$ cat config.mk
export PLATFORM = sky130hd
export DESIGN_NAME = sorted_priority_queue_core
export DESIGN_NICKNAME = d
export VERILOG_FILES = /design/src/rtl/spq_pkg.sv /design/src/rtl/spq_cell.sv /design/src/rtl/sorted_priority_queue_core.sv
export SDC_FILE = /design/constraint.sdc
export NUM_CORES = 1
export LEC_CHECK = 0
export ABC_AREA = 1
export BUFFER_PORTS_ARGS = -buffer_cell sky130_fd_sc_hd__buf_2
export CORE_ASPECT_RATIO = 0.9
export CORE_MARGIN = 2
export CORE_UTILIZATION = 25
export CTS_CLUSTER_DIAMETER = 50
export CTS_CLUSTER_SIZE = 10
export DETAILED_ROUTE_END_ITERATION = 16
export PLACE_DENSITY = 0.37
export SETUP_SLACK_MARGIN = 0.05
export SLEW_MARGIN = 20
export SYNTH_ARGS = -nofsm -noshare
export SYNTH_HDL_FRONTEND = slang
export SYNTH_SLANG_ARGS = --single-unit
export TNS_END_PERCENT = 1
$ cat constraint.sdc
create_clock -name clk_i -period 10.05 [get_ports clk_i]
set_input_delay 0.5025 -clock clk_i [delete_from_list [all_inputs] [get_ports clk_i]]
set_output_delay 0.5025 -clock clk_i [all_outputs]
set_load 0.02 [all_outputs]
$ cat src/rtl/spq_pkg.sv
// Shared types and codes for the sorted priority queue.
package spq_pkg;

  localparam int unsigned DataW = 32;
  localparam int unsigned PrioW = 16;
  localparam int unsigned FillW = 4;
  localparam int unsigned StatW = 2;

  localparam logic CMD_INSERT = 1'b0;
  localparam logic CMD_REMOVE = 1'b1;

  localparam logic [StatW-1:0] STATUS_OK        = 2'd0;
  localparam logic [StatW-1:0] STATUS_OVERFLOW  = 2'd1;
  localparam logic [StatW-1:0] STATUS_UNDERFLOW = 2'd2;

  typedef struct packed {
    logic signed [DataW-1:0] data;
    logic signed [PrioW-1:0] prio;
  } entry_t;

  typedef enum logic [2:0] {
    OP_HOLD   = 3'b001,
    OP_INSERT = 3'b010,
    OP_REMOVE = 3'b100
  } cell_op_e;

  typedef struct packed {
    cell_op_e op;
    entry_t   new_entry;
  } cell_ctrl_t;

endpackage

$ cat src/rtl/spq_cell.sv
// One storage cell of the queue chain: holds an entry and trades with its neighbours.
module spq_cell (
  input  logic                clk_i,
  input  spq_pkg::cell_ctrl_t ctrl_i,
  input  logic                valid_i,
  input  logic                up_le_i,
  input  spq_pkg::entry_t     up_entry_i,
  input  spq_pkg::entry_t     dn_entry_i,
  output logic                le_o,
  output spq_pkg::entry_t     entry_o
);

  spq_pkg::entry_t entry_q, entry_d;

  // empty slots and lower-or-equal priorities make way for the new item
  assign le_o = !valid_i || (entry_q.prio <= ctrl_i.new_entry.prio);

  always_comb begin
    entry_d = entry_q;
    case (ctrl_i.op)
      spq_pkg::OP_INSERT: begin
        if (le_o) begin
          entry_d = up_le_i ? up_entry_i : ctrl_i.new_entry;
        end
      end
      spq_pkg::OP_REMOVE: begin
        entry_d = dn_entry_i;
      end
      default: begin
        entry_d = entry_q;
      end
    endcase
  end

  always_ff @(posedge clk_i) begin
    entry_q <= entry_d;
  end

  assign entry_o = entry_q;

endmodule

$ cat src/rtl/sorted_priority_queue_core.sv
// Sorted priority queue built as a chain of shifting cells.
// Usage:
//   Slave channel s_axis_*: one command item per handshake. tuser is the
//   command (0 insert, 1 remove head); tdata carries data and priority.
//   Master channel m_axis_*: exactly one result item per command. tuser is
//   the status (0 ok, 1 overflow, 2 underflow); tdata carries the removed
//   head (zero otherwise) and the fill count after the command.
// Timing:
//   Every cell compares its priority with the incoming one in parallel and
//   shifts one place, so a command completes in the cycle it is accepted.
//   The result appears in the cycle after acceptance, from the output register.
//   Throughput is one item per cycle while m_axis_tready is high.
// Reset:
//   rst_ni clears the fill count and the output valid; the queue is empty.
// Back-pressure:
//   While a result waits with m_axis_tready low, s_axis_tready drops; when
//   the result is taken a new command is accepted in the same cycle.
module sorted_priority_queue_core #(
  parameter int unsigned DEPTH = 8
) (
  input  logic        clk_i,
  input  logic        rst_ni,
  input  logic        s_axis_tvalid,
  output logic        s_axis_tready,
  input  logic [47:0] s_axis_tdata,  // item_data[31:0], item_priority[47:32]
  input  logic        s_axis_tuser,  // cmd[0]
  output logic        m_axis_tvalid,
  input  logic        m_axis_tready,
  output logic [55:0] m_axis_tdata,  // out_data[31:0], out_priority[47:32],
                                     // fill_count[51:48], zero[55:52]
  output logic [1:0]  m_axis_tuser   // status[1:0]
);

  localparam int unsigned CntW = $clog2(DEPTH + 1);

  logic [CntW-1:0] count_q, count_d;
  logic            out_valid_q;
  logic [1:0]      status_q, status_d;
  spq_pkg::entry_t head_q, head_d;
  logic [3:0]      fill_q;
  logic [CntW+3:0] cnt_ext;

  logic                accept, full, empty;
  spq_pkg::cell_ctrl_t ctrl;

  logic            valid [DEPTH];
  logic            le    [DEPTH];
  spq_pkg::entry_t entry [DEPTH];

  assign s_axis_tready = !out_valid_q || m_axis_tready;
  assign accept        = s_axis_tvalid && s_axis_tready;
  assign full          = (count_q == CntW'(DEPTH));
  assign empty         = (count_q == '0);

  always_comb begin
    ctrl.new_entry.data = s_axis_tdata[31:0];
    ctrl.new_entry.prio = s_axis_tdata[47:32];
    ctrl.op  = spq_pkg::OP_HOLD;
    count_d  = count_q;
    status_d = spq_pkg::STATUS_OK;
    head_d   = '0;
    if (s_axis_tuser == spq_pkg::CMD_INSERT) begin
      if (full) begin
        status_d = spq_pkg::STATUS_OVERFLOW;
      end else if (accept) begin
        ctrl.op = spq_pkg::OP_INSERT;
        count_d = count_q + 1'b1;
      end
    end else begin
      if (empty) begin
        status_d = spq_pkg::STATUS_UNDERFLOW;
      end else begin
        head_d = entry[0];
        if (accept) begin
          ctrl.op = spq_pkg::OP_REMOVE;
          count_d = count_q - 1'b1;
        end
      end
    end
  end

  assign cnt_ext = {4'b0, count_d};

  genvar gi;
  generate
    for (gi = 0; gi < DEPTH; gi++) begin : g_cell
      assign valid[gi] = (count_q > CntW'(gi));
      spq_cell u_cell (
        .clk_i      (clk_i),
        .ctrl_i     (ctrl),
        .valid_i    (valid[gi]),
        .up_le_i    ((gi == 0) ? 1'b0 : le[(gi == 0) ? 0 : gi - 1]),
        .up_entry_i (entry[(gi == 0) ? 0 : gi - 1]),
        .dn_entry_i (entry[(gi == DEPTH - 1) ? gi : gi + 1]),
        .le_o       (le[gi]),
        .entry_o    (entry[gi])
      );
    end
  endgenerate

  always_ff @(posedge clk_i or negedge rst_ni) begin
    if (!rst_ni) begin
      count_q     <= '0;
      out_valid_q <= 1'b0;
    end else begin
      count_q <= count_d;
      if (accept) begin
        out_valid_q <= 1'b1;
      end else if (m_axis_tready) begin
        out_valid_q <= 1'b0;
      end
    end
  end

  always_ff @(posedge clk_i) begin
    if (accept) begin
      status_q <= status_d;
      head_q   <= head_d;
      fill_q   <= cnt_ext[3:0];
    end
  end

  assign m_axis_tvalid = out_valid_q;
  assign m_axis_tuser  = status_q;
  assign m_axis_tdata  = {4'b0, fill_q, head_q.prio, head_q.data};

  // sanity checks
  a_count_bound : assert property (@(posedge clk_i) disable iff (!rst_ni)
    count_q <= CntW'(DEPTH))
    else $error("fill count beyond depth");

  a_overflow_holds : assert property (@(posedge clk_i) disable iff (!rst_ni)
    (accept && s_axis_tuser == spq_pkg::CMD_INSERT && full)
      |=> (count_q == $past(count_q) && m_axis_tuser == spq_pkg::STATUS_OVERFLOW))
    else $error("overflow changed the queue");

  a_underflow : assert property (@(posedge clk_i) disable iff (!rst_ni)
    (accept && s_axis_tuser == spq_pkg::CMD_REMOVE && empty)
      |=> (m_axis_tuser == spq_pkg::STATUS_UNDERFLOW && m_axis_tdata == '0))
    else $error("underflow not reported");

  a_head_order : assert property (@(posedge clk_i) disable iff (!rst_ni)
    (count_q >= CntW'(2)) |-> (entry[0].prio >= entry[1].prio))
    else $error("head out of order");

endmodule
==> results of run 1 <==
-- power breakdown --
part	internal, uW	leakage, uW	switching (uW)
Combinational	1080	0.00868	3050
Sequential	2930	0.00420	316
Clock	1950	0.00146	1130
Total	5960	0.0143	4500
-- final cells by class --
type | instances | area [um2] | share of cell area
Timing Repair Buffer | 155 | 908.4 | 0.02876
Multi-Input combinational cell | 2215 | 11130 | 0.3524
Inverter | 395 | 1491 | 0.04722
Clock inverter | 61 | 695.7 | 0.02203
Sequential cell | 443 | 13280 | 0.4204
Tap cell | 1380 | 1727 | 0.05467
Clock buffer | 105 | 2350 | 0.07440
Antenna cell | 1 | 2.502 | 0.00007923
-- cells in the mapped netlist, types with 5 or more instances --
cell type / instances / area [um2]
nand2_1: 1174 / 4407
buf_4: 23 / 172.7
a21o_1: 6 / 45.04
a21oi_1: 55 / 275.3
nor2_2: 5 / 31.28
clkbuf_1: 61 / 229.0
nor2_1: 97 / 364.1
clkinv_1: 16 / 60.06
o21ai_0: 62 / 310.3
nand3_1: 353 / 1767
dfrtp_1: 5 / 125.1
nand4_1: 295 / 1846
buf_1: 7 / 26.28
o21a_1: 5 / 37.54
edfxtp_1: 438 / 13150
buf_2: 127 / 635.6
inv_1: 375 / 1408
ha_1: 132 / 1652
nand3_2: 6 / 60.06
-- worst reg2reg max path, delay by kind of cell, from the launching register on --
kind,cells,cell delay [ns]
fa+ha+maj,1,0.22
buf+inv,6,2.69
simple gates,5,0.78
flops,1,0.41
-- cells in the final DEF (no fill, tap or decap), types with 5 or more instances in the layout --
cell type	netlist	routed
nand2_1	1174	1161
edfxtp_1	438	438
inv_1	375	373
nand3_1	353	347
nand4_1	295	295
ha_1	132	132
buf_2	127	108
nor2_1	97	95
clkbuf_16	0	91
o21ai_0	62	62
a21oi_1	55	55
buf_4	23	45
clkinv_1	16	25
nand2_2	1	14
clkinv_2	0	14
nand3_2	6	12
clkbuf_1	61	12
clkinvlp_4	0	11
bufinv_16	0	10
clkinv_4	0	7
a21o_1	6	6
inv_6	0	6
o21a_1	5	5
nor2_2	5	5
inv_16	0	5
dfrtp_1	5	5
-- per-stage QoR --
step                      cell area, um2  std cells    util  setup slack, ns  total power (uW)
after floorplan                    26830       3271       -            6.380              5906
after global placement             28520       4587  0.2694            5.053              7419
after detailed placement           28520       4587  0.2694            5.018              7423
after CTS                          31580       4754  0.2982            5.713             10560
after global routing               31580       4754  0.2982            5.343             11190
final                              31580       4755  0.2982            5.652             10460
-- metal layers --
layer | up-vias | share of wire | global-route usage
met2 | 632 | 0.42 | 0.2800
met1 | 10830 | 0.50 | 0.2862
li1 | 11080 | - | -
met3 | 127 | 0.054 | 0.02744
met5 | - | 0 | 0
met4 | 0 | 0.020 | 0.04565
-- final timing paths --
path,end,cells past startpoint
min in group asynchronous,m_axis_tvalid$_DFFE_PN0P_,2
setup / recovery,g_cell[3].u_cell.entry_o[10]$_DFFE_PP_,14
hold / removal,m_axis_tvalid$_DFFE_PN0P_,4
max in group asynchronous,count_q[2]$_DFF_PN0_,2
setup reg to reg,g_cell[2].u_cell.entry_o[2]$_DFFE_PP_,12
hold reg to reg,g_cell[6].u_cell.entry_o[16]$_DFFE_PP_,2
-- logic make-up after synthesis --
logic type / count (synthesis) / share of synthesized area
flip-flops: 443 / 0.4950
AO/OA/AOI/OAI: 138 / 0.02901
buffers and inverters: 613 / 0.09493
other: 1 / 0.0001398
XOR/XNOR: 2 / 0.0006532
AND/OR/NAND/NOR: 1939 / 0.3187
adder cells (fa/ha/maj): 132 / 0.06157
-- state kept, by name (all words and copies together) (netlist names) --
name / flops
count_q: 4
fill_q: 4
g_cell.u_cell.entry_o: 384
m_axis_tdata: 48
m_axis_tuser: 2
m_axis_tvalid: 1
==> results.cfg, run 1 <==
[timing]
fin_crit_sh = 0.4376
worst_pin_slew_ns = 1.043
hold_viol = 0
rsz0062_at_grt = false
finClkSkew_ns = 0.02905
fin_crit_ns = 4.398
holdWs_ns = 0.1302
max_slew_margin = 0.3045
slew_violations = 0
finalSetupTns_ns = 0
max_freq_mhz = 227.4
setup_violations = 0

[synthesis]
avgSynthCellArea_um2 = 8.208
yosysUniqueCellTypes = 37
syn_inst = 3268
synth-seq-area-share = 0.4950
synth_edf_count = 438
ys_ff_latch = 443
ys_warn_count = 0
async_reset_ff_frac = 0.01129
synth_flop_cell = edfxtp_1
synth_area_um2 = 26820

[clocking]
worst_skew_pair.late_latency_ns = 0.67
cts_buffer_depth = 3
cts_num_sinks = 443
hold_buffers = 1
numCtsBuffers = 90
cts-root-buf = clkbuf_16
clk_pin_slew_ns = 0.04
post_cts_resized = 0
cts_tree = built
post_cts_buffers = 0
htree_levels = 3

[finish]
nets = 3485
drive_above_1_share = 0.1028
fillers = 11330
area_growth_pct = 17.74

[floorplan]
fp.dieH_um = 314.7
dieArea_um2 = 109900
rows = 113
core_area_um2 = 105900
initial_core_util = 0.2533
die_w_um = 349.3
io-pin-count = 113

[worst_hold_path]
holdCritStartpoint = m_axis_tready
hold_path_class = primary input to register

[global_route]
grt_pass1_wl_um = 156100
grt_antenna_before_repair = 1
first_global_vias = 22860
gr-total-overflow = 0
grt_start_max_net_pins = 187
grt_util_all_layers = 0.1890

[routing]
via_per_inst = 4.767
vias = 22670
drt_wl_total_um = 104000
routedWlPerCell_um = 21.87
drc = 0
drt_first_pass_iters = 5
ant_nets = 0
drt_first_iter_violations = 1881

[setup_path]
slowest_delay_ns = 0.64
start_kind = primary input
arrival_ns = 4.68
cp_top_family = buffers and inverters
crit_start = s_axis_tdata[47]
required_ns = 10.33
r2r-start = count_q[1]$_DFF_PN0_
rrSetupSlack_ns = 5.82
critPathSlowestCell = buf_4
critPathKind = primary input to register
path_buf_inv = 5
end_kind = register
path_cells = buf_2 -> clkinv_1 -> ha_1 -> nand4_1 -> nor2_1 -> nand2_1 -> nand2_1 -> nand2_2 -> buf_4 -> nand3_2 -> buf_4 -> nand2_1 -> nand2_2 -> buf_4
path_max_fanout = 49

[power]
max-vdd-ir-drop_uv = 189.8
powerDensity_nw_per_um2 = 331.1
p_leak_uw = 0.01434

[placed_design]
io_buffer_count = 108
hpwl_um = 60530
gp_congestion = 0.7744

[status]
outcome = complete, no violations

[flow_run]
maxCapViolCount = 0
(Power assumes the default switching activity.)
==> inputs of run 2 (changes only) <==
Clock period 10.05 ns to 4.55 ns, I/O delays scaled along.
==> run 2 against run 1 <==
- clock power up 110%
- core utilization rose by 0.61 points
- hold slack got worse by 0.062 ns
- first-iteration DRC count rose by 8.6%
- critical path depth grew 1
- sequential share of layout area down 0.84 points
- worst setup slack worse by 4.6 ns
- combinational power up 130%
- wire length rose by 5.9%
- global-route usage is 0.95 points higher
- critical endpoint is now g_cell[4].u_cell.entry_o[14]$_DFFE_PP_
==> results.cfg, run 2 (synthesis gave the netlist of run 1 again) <==
[clocking]
cts_buffer_depth = 3
cts_num_sinks = 443
cts_tree = built
post_cts_resized = 0
cts-root-buf = clkbuf_16
htree_levels = 3
clk_pin_slew_ns = 0.05
worst_skew_pair.late_latency_ns = 0.66
numCtsBuffers = 87

[routing]
routedWlPerCell_um = 22.85
ant_nets = 0
drt_first_pass_iters = 5
vias = 23370
drt_wl_total_um = 110100
via_per_inst = 4.848
drt_first_iter_violations = 2042
drc = 0

[power]
p_leak_uw = 0.01462
max-vdd-ir-drop_uv = 559.2
powerDensity_nw_per_um2 = 722.9

[finish]
drive_above_1_share = 0.1064
multiInputGateArea_um2 = 11130
area_growth_pct = 20.13
final_common_cell = nand2_1
fillers = 11310
mostFrequentLayoutCells = nand2_1 (1161), edfxtp_1 (438), inv_1 (373)
largest_reg_flops = 384
regArea_um2 = 13280
nets = 3552

[setup_path]
end_kind = register
path_max_fanout = 48
critPathKind = primary input to register
arrival_ns = 3.95
required_ns = 4.95
start_kind = primary input

[floorplan]
io-pin-count = 113
rows = 113
core_area_um2 = 105900
fp.dieH_um = 314.7
die_w_um = 349.3
initial_core_util = 0.2533
dieArea_um2 = 109900

[flow_run]
maxCapViolCount = 0

[global_route]
grt_antenna_before_repair = 1
grt_start_max_net_pins = 180
gr-total-overflow = 0
grt_util_all_layers = 0.1985
first_global_vias = 23280
grt_pass1_wl_um = 162100

[timing]
worst_pin_slew_ns = 1.197
hold_viol = 0
max_freq_mhz = 282.0
setup_violations = 0
fin_crit_sh = 0.7792
rsz0062_at_grt = false
finalSetupTns_ns = 0
slew_violations = 0
fin_crit_ns = 3.546
holdWs_ns = 0.06864
max_slew_margin = 0.2019
finClkSkew_ns = 0.02294

[placed_design]
hpwl_um = 63280
gp_congestion = 0.7771
io_buffer_count = 108

[worst_hold_path]
hold_path_class = primary input to register

[status]
outcome = complete, no violations
-- run 2: cell types whose count changed in the layout (fill, tap and decap cells not counted), sizes merged --
cell	change
clkinv	+4
clkinvlp	+1
dlygate4sd3	+49
buf	+21
bufinv	-2
clkbuf	-7
-- run 2: final timing paths --
kind | from | end | slack, ns | cells past startpoint
max | s_axis_tdata[47] | g_cell[4].u_cell.entry_o[14]$_DFFE_PP_ | 1.00 | 15
min | s_axis_tdata[6] | g_cell[7].u_cell.entry_o[22]$_DFFE_PP_ | 0.07 | 3
max reg2reg | count_q[0]$_DFF_PN0_ | g_cell[4].u_cell.entry_o[8]$_DFFE_PP_ | 1.22 | 11
min reg2reg | g_cell[7].u_cell.entry_o[42]$_DFFE_PP_ | g_cell[6].u_cell.entry_o[42]$_DFFE_PP_ | 0.51 | 2
max in group asynchronous | rst_ni | count_q[2]$_DFF_PN0_ | 3.84 | 3
min in group asynchronous | rst_ni | m_axis_tvalid$_DFFE_PN0P_ | 0.50 | 3
-- run 2: metal layers --
layer | vias up | share of wire | track usage
met4 | 0 | 0.024 | 0.05388
met1 | 11350 | 0.50 | 0.2919
met5 | - | 0 | 0
met2 | 666 | 0.43 | 0.2966
li1 | 11210 | - | -
met3 | 151 | 0.054 | 0.03581
-- run 2: metrics by stage --
stage	setup slack, ns	cells	power (uW)	utilization	cell area (um2)
4_1_cts	0.9991	4820	23470	0.3043	32220
5_1_grt	0.7204	4820	24810	0.3043	32220
2_1_floorplan	1.155	3271	13040	-	26830
3_3_place_gp	0.8450	4608	16840	0.2725	28860
6_report	1.004	4821	23290	0.3043	32220
3_5_place_dp	0.8545	4608	16860	0.2725	28860
-- run 2: final cells by class --
| cell class | instances | area share |
|---|---|---|
| inverter | 395 | 0.04628 |
| clock buffer | 98 | 0.06884 |
| clock inverter | 64 | 0.02007 |
| antenna | 1 | 0.00007766 |
| sequential | 443 | 0.4121 |
| tap | 1380 | 0.05358 |
| timing repair buffer | 225 | 0.05374 |
| multi-input combinational | 2215 | 0.3453 |
-- run 2: what timing repair did --
action / in CTS / in global routing
setup buffers: 0 / 0
hold buffers: 50 / 0
endpoints found under the setup margin: 0 / 0
endpoints found under the hold margin: 53 / 0
-- run 2: critical path, stage by stage --
cell	delay, ns
dlygate4sd3_1	0.52
buf_2	0.11
clkinv_1	0.46
buf_4	0.35
ha_1	0.37
nand4_1	0.16
nor2_1	0.32
nand2_1	0.15
nand2_1	0.09
nand2_2	0.28
nand3_2	0.25
buf_12	0.35
nand2_1	0.10
nand3_1	0.11
nand2_1	0.06
-- run 2: report_power, final --
group | switching, uW | leakage, uW | internal (uW)
registers | 733 | 0.00420 | 6470
logic | 7070 | 0.00905 | 2570
clock network | 2450 | 0.00138 | 4000
total | 10300 | 0.0146 | 13000
